### src/hw/rtl/hlsr_pkg.sv
// Shared types and constants for the hopping link sync receiver.
package hlsr_pkg;

    localparam int CHAN_W    = 7;
    localparam int TABLE_N   = 8;
    localparam int TABLE_W   = CHAN_W * TABLE_N;
    localparam int PERIOD_W  = 24;
    localparam int LOSS_W    = 8;
    localparam int RETRY_W   = 4;
    localparam int CFG_IDX_W = 3;
    localparam int CFG_W     = TABLE_W;

    localparam logic [CFG_IDX_W-1:0] REG_CHAN_TABLE   = 3'd0;
    localparam logic [CFG_IDX_W-1:0] REG_LOSS_LIMIT   = 3'd1;
    localparam logic [CFG_IDX_W-1:0] REG_RETRY_LIMIT  = 3'd2;
    localparam logic [CFG_IDX_W-1:0] REG_SEARCH_PER   = 3'd3;
    localparam logic [CFG_IDX_W-1:0] REG_ACK_WAIT_PER = 3'd4;
    localparam logic [CFG_IDX_W-1:0] REG_OPERATE_PER  = 3'd5;
    localparam logic [CFG_IDX_W-1:0] REG_OP_ACK_PER   = 3'd6;
    localparam logic [CFG_IDX_W-1:0] REG_BCAST        = 3'd7;

    typedef enum logic [1:0] {
        CMD_TIMER = 2'd0,
        CMD_RX    = 2'd1,
        CMD_SCAN  = 2'd2
    } t_cmd;

    typedef enum logic [2:0] {
        MODE_SEARCH   = 3'b001,
        MODE_WAIT_ACK = 3'b010,
        MODE_OPERATE  = 3'b100
    } t_mode;

    typedef enum logic [1:0] {
        NOTE_NONE  = 2'd0,
        NOTE_BCAST = 2'd1,
        NOTE_REPLY = 2'd2
    } t_notify;

    typedef struct packed {
        logic [TABLE_W-1:0]  chan_table;
        logic [LOSS_W-1:0]   loss_limit;
        logic [RETRY_W-1:0]  retry_limit;
        logic [PERIOD_W-1:0] search_period;
        logic [PERIOD_W-1:0] ack_wait_period;
        logic [PERIOD_W-1:0] operate_period;
        logic [PERIOD_W-1:0] operate_ack_period;
        logic                broadcast_listener;
    } t_cfg;

    typedef struct packed {
        logic                stop_rx;
        logic                set_chan;
        logic [CHAN_W-1:0]   chan_num;
        logic                start_rx;
        logic                clear_timer;
        logic                load_period;
        logic [PERIOD_W-1:0] timer_period;
        t_notify             notify;
    } t_action;

endpackage

### src/hw/rtl/hlsr_core.sv
// Link mode state and per-event action word generation.
module hlsr_core
    import hlsr_pkg::*;
#(
    parameter int NUM_CHANNELS = 8
) (
    input  logic               i_clk,
    input  logic               i_rst_n,
    input  logic               i_accept,
    input  logic [1:0]         i_cmd,
    input  logic [RETRY_W-1:0] i_retry_count,
    input  t_cfg               i_cfg,
    output t_action            o_action
);

    localparam int IDX_W = (NUM_CHANNELS > 1) ? $clog2(NUM_CHANNELS) : 1;
    localparam logic [IDX_W-1:0] LAST_IDX = IDX_W'(NUM_CHANNELS - 1);
    localparam logic [LOSS_W-1:0] LOSS_MAX = '1;

    t_mode             r_mode, n_mode;
    logic              r_rx_en, n_rx_en;
    logic [IDX_W-1:0]  r_idx, n_idx;
    logic [LOSS_W-1:0] r_missed, n_missed;
    logic              r_got, n_got;
    logic              r_ackp, n_ackp;

    logic [IDX_W-1:0]  w_idx_inc;
    t_action           w_act;

    assign w_idx_inc = (r_idx == LAST_IDX) ? '0 : r_idx + 1'b1;

    always_comb begin
        n_mode   = r_mode;
        n_rx_en  = r_rx_en;
        n_idx    = r_idx;
        n_missed = r_missed;
        n_got    = r_got;
        n_ackp   = r_ackp;
        w_act    = '0;
        w_act.notify = NOTE_NONE;
        case (t_cmd'(i_cmd))
            CMD_TIMER: begin
                unique case (r_mode)
                    MODE_SEARCH: begin
                        w_act.clear_timer = 1'b1;
                        if (r_rx_en) begin
                            n_rx_en       = 1'b0;
                            w_act.stop_rx = 1'b1;
                        end else begin
                            n_rx_en        = 1'b1;
                            n_idx          = w_idx_inc;
                            w_act.set_chan = 1'b1;
                            w_act.chan_num =
                                i_cfg.chan_table[CHAN_W*int'(w_idx_inc) +: CHAN_W];
                            w_act.start_rx = 1'b1;
                        end
                    end
                    MODE_WAIT_ACK: begin
                        w_act.stop_rx      = 1'b1;
                        n_mode             = MODE_OPERATE;
                        w_act.clear_timer  = 1'b1;
                        w_act.load_period  = 1'b1;
                        w_act.timer_period = i_cfg.operate_ack_period;
                        n_got              = 1'b1;
                        n_ackp             = 1'b1;
                    end
                    default: begin
                        priority if (r_missed == i_cfg.loss_limit) begin
                            n_mode             = MODE_SEARCH;
                            w_act.load_period  = 1'b1;
                            w_act.timer_period = i_cfg.search_period;
                            n_got              = 1'b0;
                        end else if (r_got) begin
                            w_act.clear_timer  = 1'b1;
                            w_act.load_period  = 1'b1;
                            w_act.timer_period = i_cfg.operate_period;
                            w_act.stop_rx      = ~r_ackp;
                            w_act.set_chan     = 1'b1;
                            w_act.chan_num     =
                                i_cfg.chan_table[CHAN_W*int'(r_idx) +: CHAN_W];
                            n_idx              = w_idx_inc;
                            n_ackp             = 1'b0;
                        end else if (r_missed != LOSS_MAX) begin
                            n_missed = r_missed + 1'b1;
                        end
                        w_act.start_rx = 1'b1;
                    end
                endcase
            end
            CMD_RX: begin
                if (i_retry_count <= i_cfg.retry_limit) begin
                    n_got = 1'b1;
                end
                w_act.notify       = i_cfg.broadcast_listener ? NOTE_BCAST : NOTE_REPLY;
                n_mode             = MODE_WAIT_ACK;
                w_act.clear_timer  = 1'b1;
                w_act.load_period  = 1'b1;
                w_act.timer_period = i_cfg.ack_wait_period;
                n_missed           = '0;
            end
            CMD_SCAN: begin
                n_mode             = MODE_SEARCH;
                w_act.load_period  = 1'b1;
                w_act.timer_period = i_cfg.search_period;
                w_act.start_rx     = 1'b1;
                n_rx_en            = 1'b1;
            end
            default: begin
            end
        endcase
    end

    assign o_action = w_act;

    always_ff @(posedge i_clk) begin
        if (!i_rst_n) begin
            r_mode   <= MODE_SEARCH;
            r_rx_en  <= 1'b0;
            r_idx    <= '0;
            r_missed <= '0;
            r_got    <= 1'b0;
            r_ackp   <= 1'b0;
        end else if (i_accept) begin
            r_mode   <= n_mode;
            r_rx_en  <= n_rx_en;
            r_idx    <= n_idx;
            r_missed <= n_missed;
            r_got    <= n_got;
            r_ackp   <= n_ackp;
        end
    end

    a_rx_locks: assert property (@(posedge i_clk) disable iff (!i_rst_n)
        (i_accept && i_cmd == CMD_RX) |=> (r_missed == '0 && r_mode == MODE_WAIT_ACK))
        else $error("reception did not enter ack wait");

    a_scan_search: assert property (@(posedge i_clk) disable iff (!i_rst_n)
        (i_accept && i_cmd == CMD_SCAN) |=> (r_rx_en && r_mode == MODE_SEARCH))
        else $error("scan did not enter search");

    a_idx_range: assert property (@(posedge i_clk) disable iff (!i_rst_n)
        r_idx <= LAST_IDX)
        else $error("channel index out of range");

endmodule

### src/hw/rtl/hopping_link_sync_receiver.sv
// Top level of the hopping link sync receiver: config registers and output buffering.
//
// Input channel: i_in_valid / o_in_stall carry one event word (i_cmd, i_retry_count).
// Output channel: o_out_valid / i_out_stall carry one action word per event.
// Each accepted event updates the link state at the accepting edge and its action
// word is registered in the output register, or in the skid register when it is full.
// One event per cycle unless stalled; the state update is a single registered pass.
// A two-entry output buffer (output register plus skid register) lets the input
// keep accepting while a result waits; o_in_stall rises only when both entries
// are full and is a registered signal.
// When the receiver stalls, the pending word holds steady on the output ports.
// Reset (synchronous, active low) clears the link state to search mode with the
// receiver flag, channel index, loss counter and flags at zero, empties the output
// buffer and loads the register defaults. Config writes via i_cfg_we take
// effect at the next edge and are meant to happen while the block is idle.
module hopping_link_sync_receiver
    import hlsr_pkg::*;
#(
    parameter int NUM_CHANNELS = 8
) (
    input  logic                 i_clk,
    input  logic                 i_rst_n,
    input  logic                 i_in_valid,
    output logic                 o_in_stall,
    input  logic [1:0]           i_cmd,
    input  logic [RETRY_W-1:0]   i_retry_count,
    output logic                 o_out_valid,
    input  logic                 i_out_stall,
    output logic                 o_stop_rx,
    output logic                 o_set_chan,
    output logic [CHAN_W-1:0]    o_chan_num,
    output logic                 o_start_rx,
    output logic                 o_clear_timer,
    output logic                 o_load_period,
    output logic [PERIOD_W-1:0]  o_timer_period,
    output logic [1:0]           o_notify,
    input  logic                 i_cfg_we,
    input  logic [CFG_IDX_W-1:0] i_cfg_idx,
    input  logic [CFG_W-1:0]     i_cfg_data
);

    t_cfg    r_cfg;
    t_action w_action;
    t_action r_out, r_skid;
    logic    r_out_valid, r_skid_valid;
    logic    w_accept, w_take;

    assign o_in_stall = r_skid_valid;
    assign w_accept   = i_in_valid && !r_skid_valid;
    assign w_take     = r_out_valid && !i_out_stall;

    always_ff @(posedge i_clk) begin
        if (!i_rst_n) begin
            r_cfg.chan_table         <= '0;
            r_cfg.loss_limit         <= LOSS_W'(10);
            r_cfg.retry_limit        <= RETRY_W'(3);
            r_cfg.search_period      <= PERIOD_W'(3277);
            r_cfg.ack_wait_period    <= PERIOD_W'(33);
            r_cfg.operate_period     <= PERIOD_W'(328);
            r_cfg.operate_ack_period <= PERIOD_W'(295);
            r_cfg.broadcast_listener <= 1'b0;
        end else if (i_cfg_we) begin
            unique case (i_cfg_idx)
                REG_CHAN_TABLE:   r_cfg.chan_table         <= i_cfg_data[TABLE_W-1:0];
                REG_LOSS_LIMIT:   r_cfg.loss_limit         <= i_cfg_data[LOSS_W-1:0];
                REG_RETRY_LIMIT:  r_cfg.retry_limit        <= i_cfg_data[RETRY_W-1:0];
                REG_SEARCH_PER:   r_cfg.search_period      <= i_cfg_data[PERIOD_W-1:0];
                REG_ACK_WAIT_PER: r_cfg.ack_wait_period    <= i_cfg_data[PERIOD_W-1:0];
                REG_OPERATE_PER:  r_cfg.operate_period     <= i_cfg_data[PERIOD_W-1:0];
                REG_OP_ACK_PER:   r_cfg.operate_ack_period <= i_cfg_data[PERIOD_W-1:0];
                REG_BCAST:        r_cfg.broadcast_listener <= i_cfg_data[0];
            endcase
        end
    end

    hlsr_core #(
        .NUM_CHANNELS(NUM_CHANNELS)
    ) u_core (
        .i_clk        (i_clk),
        .i_rst_n      (i_rst_n),
        .i_accept     (w_accept),
        .i_cmd        (i_cmd),
        .i_retry_count(i_retry_count),
        .i_cfg        (r_cfg),
        .o_action     (w_action)
    );

    // output register plus skid word
    always_ff @(posedge i_clk) begin
        if (!i_rst_n) begin
            r_out_valid  <= 1'b0;
            r_skid_valid <= 1'b0;
        end else if (r_skid_valid) begin
            if (w_take) begin
                r_out_valid  <= 1'b1;
                r_skid_valid <= 1'b0;
            end
        end else if (w_accept) begin
            if (!r_out_valid || w_take) begin
                r_out_valid <= 1'b1;
            end else begin
                r_skid_valid <= 1'b1;
            end
        end else if (w_take) begin
            r_out_valid <= 1'b0;
        end
    end

    always_ff @(posedge i_clk) begin
        if (r_skid_valid) begin
            if (w_take) begin
                r_out <= r_skid;
            end
        end else if (w_accept) begin
            if (!r_out_valid || w_take) begin
                r_out <= w_action;
            end else begin
                r_skid <= w_action;
            end
        end
    end

    assign o_out_valid    = r_out_valid;
    assign o_stop_rx      = r_out.stop_rx;
    assign o_set_chan     = r_out.set_chan;
    assign o_chan_num     = r_out.chan_num;
    assign o_start_rx     = r_out.start_rx;
    assign o_clear_timer  = r_out.clear_timer;
    assign o_load_period  = r_out.load_period;
    assign o_timer_period = r_out.timer_period;
    assign o_notify       = r_out.notify;

    a_skid_order: assert property (@(posedge i_clk) disable iff (!i_rst_n)
        r_skid_valid |-> r_out_valid)
        else $error("skid word held without output word");

    a_skid_fill: assert property (@(posedge i_clk) disable iff (!i_rst_n)
        (w_accept && r_out_valid && i_out_stall) |=> r_skid_valid)
        else $error("word accepted under stall was not buffered");

    a_chan_zero: assert property (@(posedge i_clk) disable iff (!i_rst_n)
        (r_out_valid && !r_out.set_chan) |-> (r_out.chan_num == '0))
        else $error("channel number without set_chan");

    a_period_zero: assert property (@(posedge i_clk) disable iff (!i_rst_n)
        (r_out_valid && !r_out.load_period) |-> (r_out.timer_period == '0))
        else $error("timer period without load");

endmodule
### config.mk
export PLATFORM = sky130hd
export DESIGN_NAME = hopping_link_sync_receiver
export DESIGN_NICKNAME = d
export VERILOG_FILES = /design/src/hw/rtl/hlsr_pkg.sv /design/src/hw/rtl/hlsr_core.sv /design/src/hw/rtl/hopping_link_sync_receiver.sv
export SDC_FILE = /design/constraint.sdc
export NUM_CORES = 1
export LEC_CHECK = 0
export BUFFER_PORTS_ARGS = -buffer_cell sky130_fd_sc_hd__buf_2
export CAP_MARGIN = 0
export CORE_UTILIZATION = 53
export DETAILED_ROUTE_END_ITERATION = 6
export GPL_ROUTABILITY_DRIVEN = 0
export GPL_TIMING_DRIVEN = 1
export PLACE_DENSITY = 0.75
export SYNTH_ARGS = -nofsm -noshare
export SYNTH_HDL_FRONTEND = slang
export SYNTH_SLANG_ARGS = --single-unit
export TNS_END_PERCENT = 50
### constraint.sdc
create_clock -name i_clk -period 3.1 [get_ports i_clk]
set_input_delay 0.31 -clock i_clk [delete_from_list [all_inputs] [get_ports i_clk]]
set_output_delay 0.31 -clock i_clk [all_outputs]
set_load 0.005 [all_outputs]
=== Word-level counts from Yosys, hierarchy flattened ===
Index checks and enable logic that the tools add are counted.
W data, S select, Z words.

* Bitwise gates (word level): 5
* Magnitude comparators: 1
* Add/sub/neg operators: 2
* Multipliers: 2
* Div/mod/pow operators: 0
* Eq/ne operators: 27
* Reductions and logical operators: 34
* Shift-type cells: 2
* Multiplexer cells: 53

{| class="wikitable"
|+ Operators by type and width
! cell !! count
|-
| $mux W38 || 4
|-
| $shiftx A56 B32 Y7 || 2
|-
| $pmux W25 S3 || 1
|-
| $pmux W25 S2 || 1
|-
| $mux W9 || 4
|-
| $mux W8 || 4
|-
| $mux W26 || 1
|-
| $mux W25 || 1
|-
| $mux W1 || 18
|-
| $pmux W9 S2 || 1
|-
| $ne A2 B2 Y1 const B || 8
|-
| $pmux W8 S2 || 1
|-
| $reduce_and A2 Y1 || 8
|-
| $eq A3 B3 Y1 const B || 5
|-
| $mux W3 || 5
|-
| $pmux W1 S2 || 7
|-
| $reduce_bool A2 Y1 || 7
|-
| $mul A3 B3 Y6 const A || 2
|-
| $pmux W3 S2 || 2
|-
| $reduce_and A3 Y1 || 4
|-
| $reduce_and A6 Y1 || 2
|-
| $reduce_and A5 Y1 || 2
|-
| $eq A3 B2 Y1 const B || 3
|-
| $pmux W3 S3 || 1
|-
| other kinds (21) || 32
|}

* ROM bits: 0
* Input bits: 70
* Memories kept: 0
* Output and inout bits: 40
* Bits in registers: 260
* RAM bits: 0
* Logic and storage cells: 158
* Latch bits: 0

=== Depth between registers and ports, before layout ===
* Word-level depth: 10
* Mapped depth: 9
* Depth with buffers taken out: 7

=== By module ===
Synthesis repeated with hierarchy kept, for this count alone.

* Cells, all modules: 1210
* Area, all modules: 12570.8 um^2

{| class="wikitable"
|+ By module, submodules not included
! module !! area an instance (um^2) !! sequential area each (um^2) !! times used !! cells each
|-
| hopping_link_sync_receiver || 9161.3 || 5625.4 || 1 || 752
|-
| hlsr_core || 3409.5 || 340.3 || 1 || 458
|}

=== Worst setup path before layout ===
No wires, ideal clock.

* Kind: reg-to-reg
* From: register r_skid_valid, in the netlist o_in_stall
* To: register r_out (netlist bit o_chan_num[0]), enable pin
* Data arrival time: 2.979 ns
* Setup slack: -0.325 ns
* Library setup time: 0.446 ns
* Cell stages (with the launch flop): 5
* Period minus slack after synthesis: 3.425 ns
* Path buffers: 2
* Data required time: 2.654 ns
* Cell sequence: dfxtp_1 buf_1 buf_1 a21oi_1 a21oi_1

* Word-level cells in the longest chain between the ends: 4
* Elaborated cells between the ends (all ways): 6
* Classes of those cells: eq/ne: 1; reduce/logical: 5

{| class="wikitable"
|+ Ends and longest elaborated chain
! what !! RTL line !! source
|-
| from (decl) || hopping_link_sync_receiver.sv:45 || <nowiki>logic r_out_valid, r_skid_valid;</nowiki>
|-
| from (signal assigned) || hopping_link_sync_receiver.sv:92 || <nowiki>r_skid_valid <= 1'b0;</nowiki>
|-
| from (signal assigned) || hopping_link_sync_receiver.sv:96 || <nowiki>r_skid_valid <= 1'b0;</nowiki>
|-
| from (signal assigned) || hopping_link_sync_receiver.sv:102 || <nowiki>r_skid_valid <= 1'b1;</nowiki>
|-
| $logic_not A1 Y1 || hopping_link_sync_receiver.sv:49 || <nowiki>assign w_accept = i_in_valid && !r_skid_valid;</nowiki>
|-
| $logic_and A1 B1 Y1 || hopping_link_sync_receiver.sv:49 ||
|-
| $reduce_bool A2 Y1 (no line) || - ||
|-
| $reduce_and A3 Y1 (no line) * || - ||
|-
| to (signal assigned) || hopping_link_sync_receiver.sv:112 || <nowiki>r_out <= r_skid;</nowiki>
|-
| to (signal assigned) || hopping_link_sync_receiver.sv:116 || <nowiki>r_out <= w_action;</nowiki>
|-
| to (decl) || hopping_link_sync_receiver.sv:44 || <nowiki>t_action r_out, r_skid;</nowiki>
|}

Every way passes the cells marked *; elsewhere a longest branch is shown, timed or not.
A chain may end at the register's enable or synchronous reset.

=== Worst setup path in the final report ===
* From: register u_core.r_idx[0]
* To: register r_out (netlist bit o_chan_num[6]), data pin

* Word-level cells in the longest chain between the ends: 10
* Elaborated cells between the ends (all ways): 15
* Classes of those cells: add/sub: 1; mul: 2; eq/ne: 1; shift: 2; mux: 9

{| class="wikitable"
|+ Ends and longest elaborated chain
! what !! RTL line !! source
|-
| from (decl) || hlsr_core.sv:22 || <nowiki>logic [IDX_W-1:0] r_idx, n_idx;</nowiki>
|-
| from (signal assigned) || hlsr_core.sv:126 || <nowiki>r_idx <= n_idx;</nowiki>
|-
| $add A3 B1 Y3 / $eq A3 B3 Y1 (equally long branches) || hlsr_core.sv:30 || <nowiki>assign w_idx_inc = (r_idx == LAST_IDX) ? '0 : r_idx + 1'b1;</nowiki>
|-
| $mux W3 || hlsr_core.sv:30 ||
|-
| $mul A3 B3 Y6 || hlsr_core.sv:54 || <nowiki>i_cfg.chan_table[CHAN_W*int'(w_idx_inc) +: CHAN_W];</nowiki>
|-
| $shiftx A56 B32 Y7 || hlsr_core.sv:54 ||
|-
| $mux W9 || hlsr_core.sv:46 || <nowiki>if (r_rx_en) begin</nowiki>
|-
| $pmux W9 S2 * || hlsr_core.sv:43 || <nowiki>unique case (r_mode)</nowiki>
|-
| $mux W9 * || hlsr_core.sv:41 || <nowiki>case (t_cmd'(i_cmd))</nowiki>
|-
| $mux W38 * || hopping_link_sync_receiver.sv:115 || <nowiki>if (!r_out_valid || w_take) begin</nowiki>
|-
| $mux W38 * || hopping_link_sync_receiver.sv:114 || <nowiki>end else if (w_accept) begin</nowiki>
|-
| $mux W38 * || hopping_link_sync_receiver.sv:110 || <nowiki>if (r_skid_valid) begin</nowiki>
|}

Every way passes the cells marked *; elsewhere a longest branch is shown, timed or not. The select of a mux whose other input is x is not followed.

==> impl_metrics.yaml <==
worst_setup_path:
  rr_endpoint: "o_chan_num[6]$_DFFE_PP_"
  criticalPathCategory: "reg2reg"
  endpoint_kind: "register"
  critPathMaxFanout: 10
  worstReg2RegStart: "u_core.r_idx[0]$_SDFFE_PN0P_"
  worstPathRequired_ps: 3360
  rr_worst_depth: 7
  r2r_setup_slack_ps: 630
  arrival_ps: 2730
  start_kind: "register"
grt:
  grt.total_usage_pct: 28.13
  grt_max_degree: 185
  antenna_found_initial: 5
  grt_overflow: 0
  grt_pass1_vias: 9943
  grt_pass1_wl_mm: 53.79
timing:
  slew_viol_final: 0
  finClkSkew_ps: 14.04
  finalSetupTns_ps: 0
  worst_slack_ps: 631.6
  setup_violations: 0
  relSlewSlack_pct: 24.26
  rsz0062_at_grt: "no"
  worst_slew_pin_slew_ps: 1136
  fmax_mhz: 405.1
  timing.final.hold_violations: 0
  min_period_ps: 2468
  period_share_pct: 79.62
floorplanning:
  fp.dieH_um: 155.4
  fp-row-count: 55
  dieArea_mm2: 0.02415
  ios: 110
  start_util_pct: 54.60
  core_mm2: 0.02285
  die_width_um: 155.4
route:
  routed_wl_mm: 33.72
  ant_nets: 0
  vias: 10720
  post-route-drc-count: 0
  first_pass_iters: 5
  wire_per_inst_um: 18.63
  drt-vias-per-instance: 5.924
  drt-initial-drc-count: 844
clock_network:
  htreeDepth: 1
  clkLatencyLatePin_ps: 530
  clkTransAtPathRegs_ps: 60
  cts_resized: 0
  ctsHoldBuffers: 0
  numCtsBuffers: 27
  cts_root_buf: "clkbuf_16"
  clockBufferDepth: 3
  cts.sinks: 260
  cts_tree: "done"
  cts_setup_buffers: 0
min_path:
  hold_class: "in2reg"
  holdPathStages: 3
  min_to: "r_cfg[160]$_SDFFE_PN0P_"
  hold_start: "i_cfg_data[51]"
yosys:
  avgSynthCellArea_um2: 8.822
  yosysTopAreaCell: "dfxtp_1"
  synth_edf_count: 76
  async_flop_share_pct: 0
  syn_area_mm2: 0.01247
  yosysUniqueCellTypes: 57
  synthFlopType: "dfxtp_1"
  ys_warn_count: 0
  synth_cells: 1414
  yosysTopAreaCellShare_pct: 29.53
  synth_nets: 1495
  synthTopCellsByArea: "dfxtp_1, edfxtp_1, nand2_1, a21boi_0, clkbuf_1"
  yosys_register_bits: 260
  seq_area_frac_synth_pct: 47.82
layout:
  fin_util_pct: 62.10
  fin_cells: 1810
  synthToLayoutAreaGrowth_pct: 13.74
  n_fill_cell: 2006
  final_nets: 1554
  drive_gt1_share_pct: 14.80
placement:
  dp_hpwl_mm: 22.75
  pre_cts_slack_ps: 638.4
  io_buffer_count: 109
  dp_cells: 1757
power:
  p_leak_uw: 0.005030
  ir_drop_mv: 0.3780
  power_density_mw_per_mm2: 538.0
  finalPower_uw: 7633
run:
  drv_cap: 0
status:
  status: "completed"
-- placed cells by master, fill, tap and decap left out, drive strengths merged, types with 9 or more instances in the layout --
| cell type | instances |
|---|---|
| a21boi | 143 |
| buf | 139 |
| nor2 | 45 |
| ha | 11 |
| a22oi | 25 |
| a31oi | 13 |
| nand3 | 26 |
| inv | 15 |
| o31ai | 24 |
| o22ai | 31 |
| a21oi | 62 |
| nand2b | 35 |
| o21ai | 51 |
| nand2 | 385 |
| mux4 | 9 |
| dfxtp | 184 |
| nor2b | 18 |
| edfxtp | 76 |
| clkbuf | 38 |
| a211oi | 26 |
| mux2 | 13 |
| mux2i | 27 |
-- cell usage after synthesis, types with 24 or more instances --
master	instances
a211oi_1	26
a21boi_0	143
a21oi_1	62
a22oi_1	25
clkbuf_1	91
dfxtp_1	184
edfxtp_1	76
mux2i_1	27
nand2_1	385
nand2b_1	35
nand3_1	26
nor2_1	44
o21ai_0	51
o22ai_1	31
o31ai_1	24
-- how the worst max path moves through the flow --
| stage | start | endpoint | slack (ps) | cells after the start |
|---|---|---|---|---|
| final | u_core.r_idx[0]$_SDFFE_PN0P_ | o_chan_num[6]$_DFFE_PP_ | 630 | 7 |
| after global routing | u_core.r_idx[0]$_SDFFE_PN0P_ | o_chan_num[6]$_DFFE_PP_ | 410 | 7 |
| after CTS | u_core.r_idx[0]$_SDFFE_PN0P_ | o_chan_num[6]$_DFFE_PP_ | 640 | 7 |
| after detailed placement | i_cmd[0] | u_core.r_missed[1]$_SDFFE_PN0P_ | 640 | 7 |
| after global placement | i_cmd[0] | u_core.r_missed[1]$_SDFFE_PN0P_ | 650 | 7 |
| after floorplan | o_in_stall$_SDFF_PN0_ | o_chan_num[0]$_DFFE_PP_ | 520 | 4 |
-- sequential cells by signal, indices dropped and copies added (netlist names), 2 cells and up --
register / flops
o_notify: 2
r_cfg: 165
u_core.r_missed: 8
o_chan_num: 7
o_timer_period: 24
u_core.r_idx: 3
u_core.r_mode: 3
r_skid: 38
-- per-stage QoR --
stage / hold slack (ps) / area [um^2]
detailed placement: 450.4 / 13300
finish: 27.14 / 14190
floorplan: 434.0 / 12480
global route: 28.01 / 14190
CTS: 11.69 / 14180
global placement: 445.1 / 13300
-- area by class of cell --
type	instances	area, um^2	area share [%]
flip-flops and latches	260	5967	42.05
clock buffers	38	777.0	5.476
inverters	15	56.30	0.3968
multi-input cells	1030	6071	42.79
clock inverters	11	105.1	0.7407
repair buffers	139	810.8	5.714
well taps	313	391.6	2.760
diodes	4	10.01	0.07055
-- cell families (layout without fill, tap and decap cells) --
group,after synthesis,in the layout,share of synthesized area (%)
flip-flops,260,260,47.82
adder cells (fa/ha/maj),11,11,1.103
buffers and inverters,124,203,3.832
AND/OR/NAND/NOR,540,540,18.45
AO/OA/AOI/OAI,421,421,23.20
XOR/XNOR,9,9,0.6319
multiplexers,49,49,4.965
other,0,4,0
-- metal layers --
layer	vias to the layer above	global-route usage (%)	wire length (um)
met5	-	0	11
met4	2	11.76	1201
met3	83	4.875	2907
met2	510	44.16	15340
met1	5008	38.34	14250
li1	5120	-	-
-- where the power goes --
part,internal [uW],switching (uW)
Clock,1900,1330
Sequential,3620,62.5
Combinational,268,452
Total,5790,1840
-- critical path, cell delays in order (launching register included) --
cell and delay (ps):
dfxtp_1 310, ha_1 190, ha_1 280, nor2_2 380
mux4_2 560, o2bb2ai_1 150, a22oi_1 230, o21ai_0 120
Note: power is estimated with default switching activity, not from simulation.
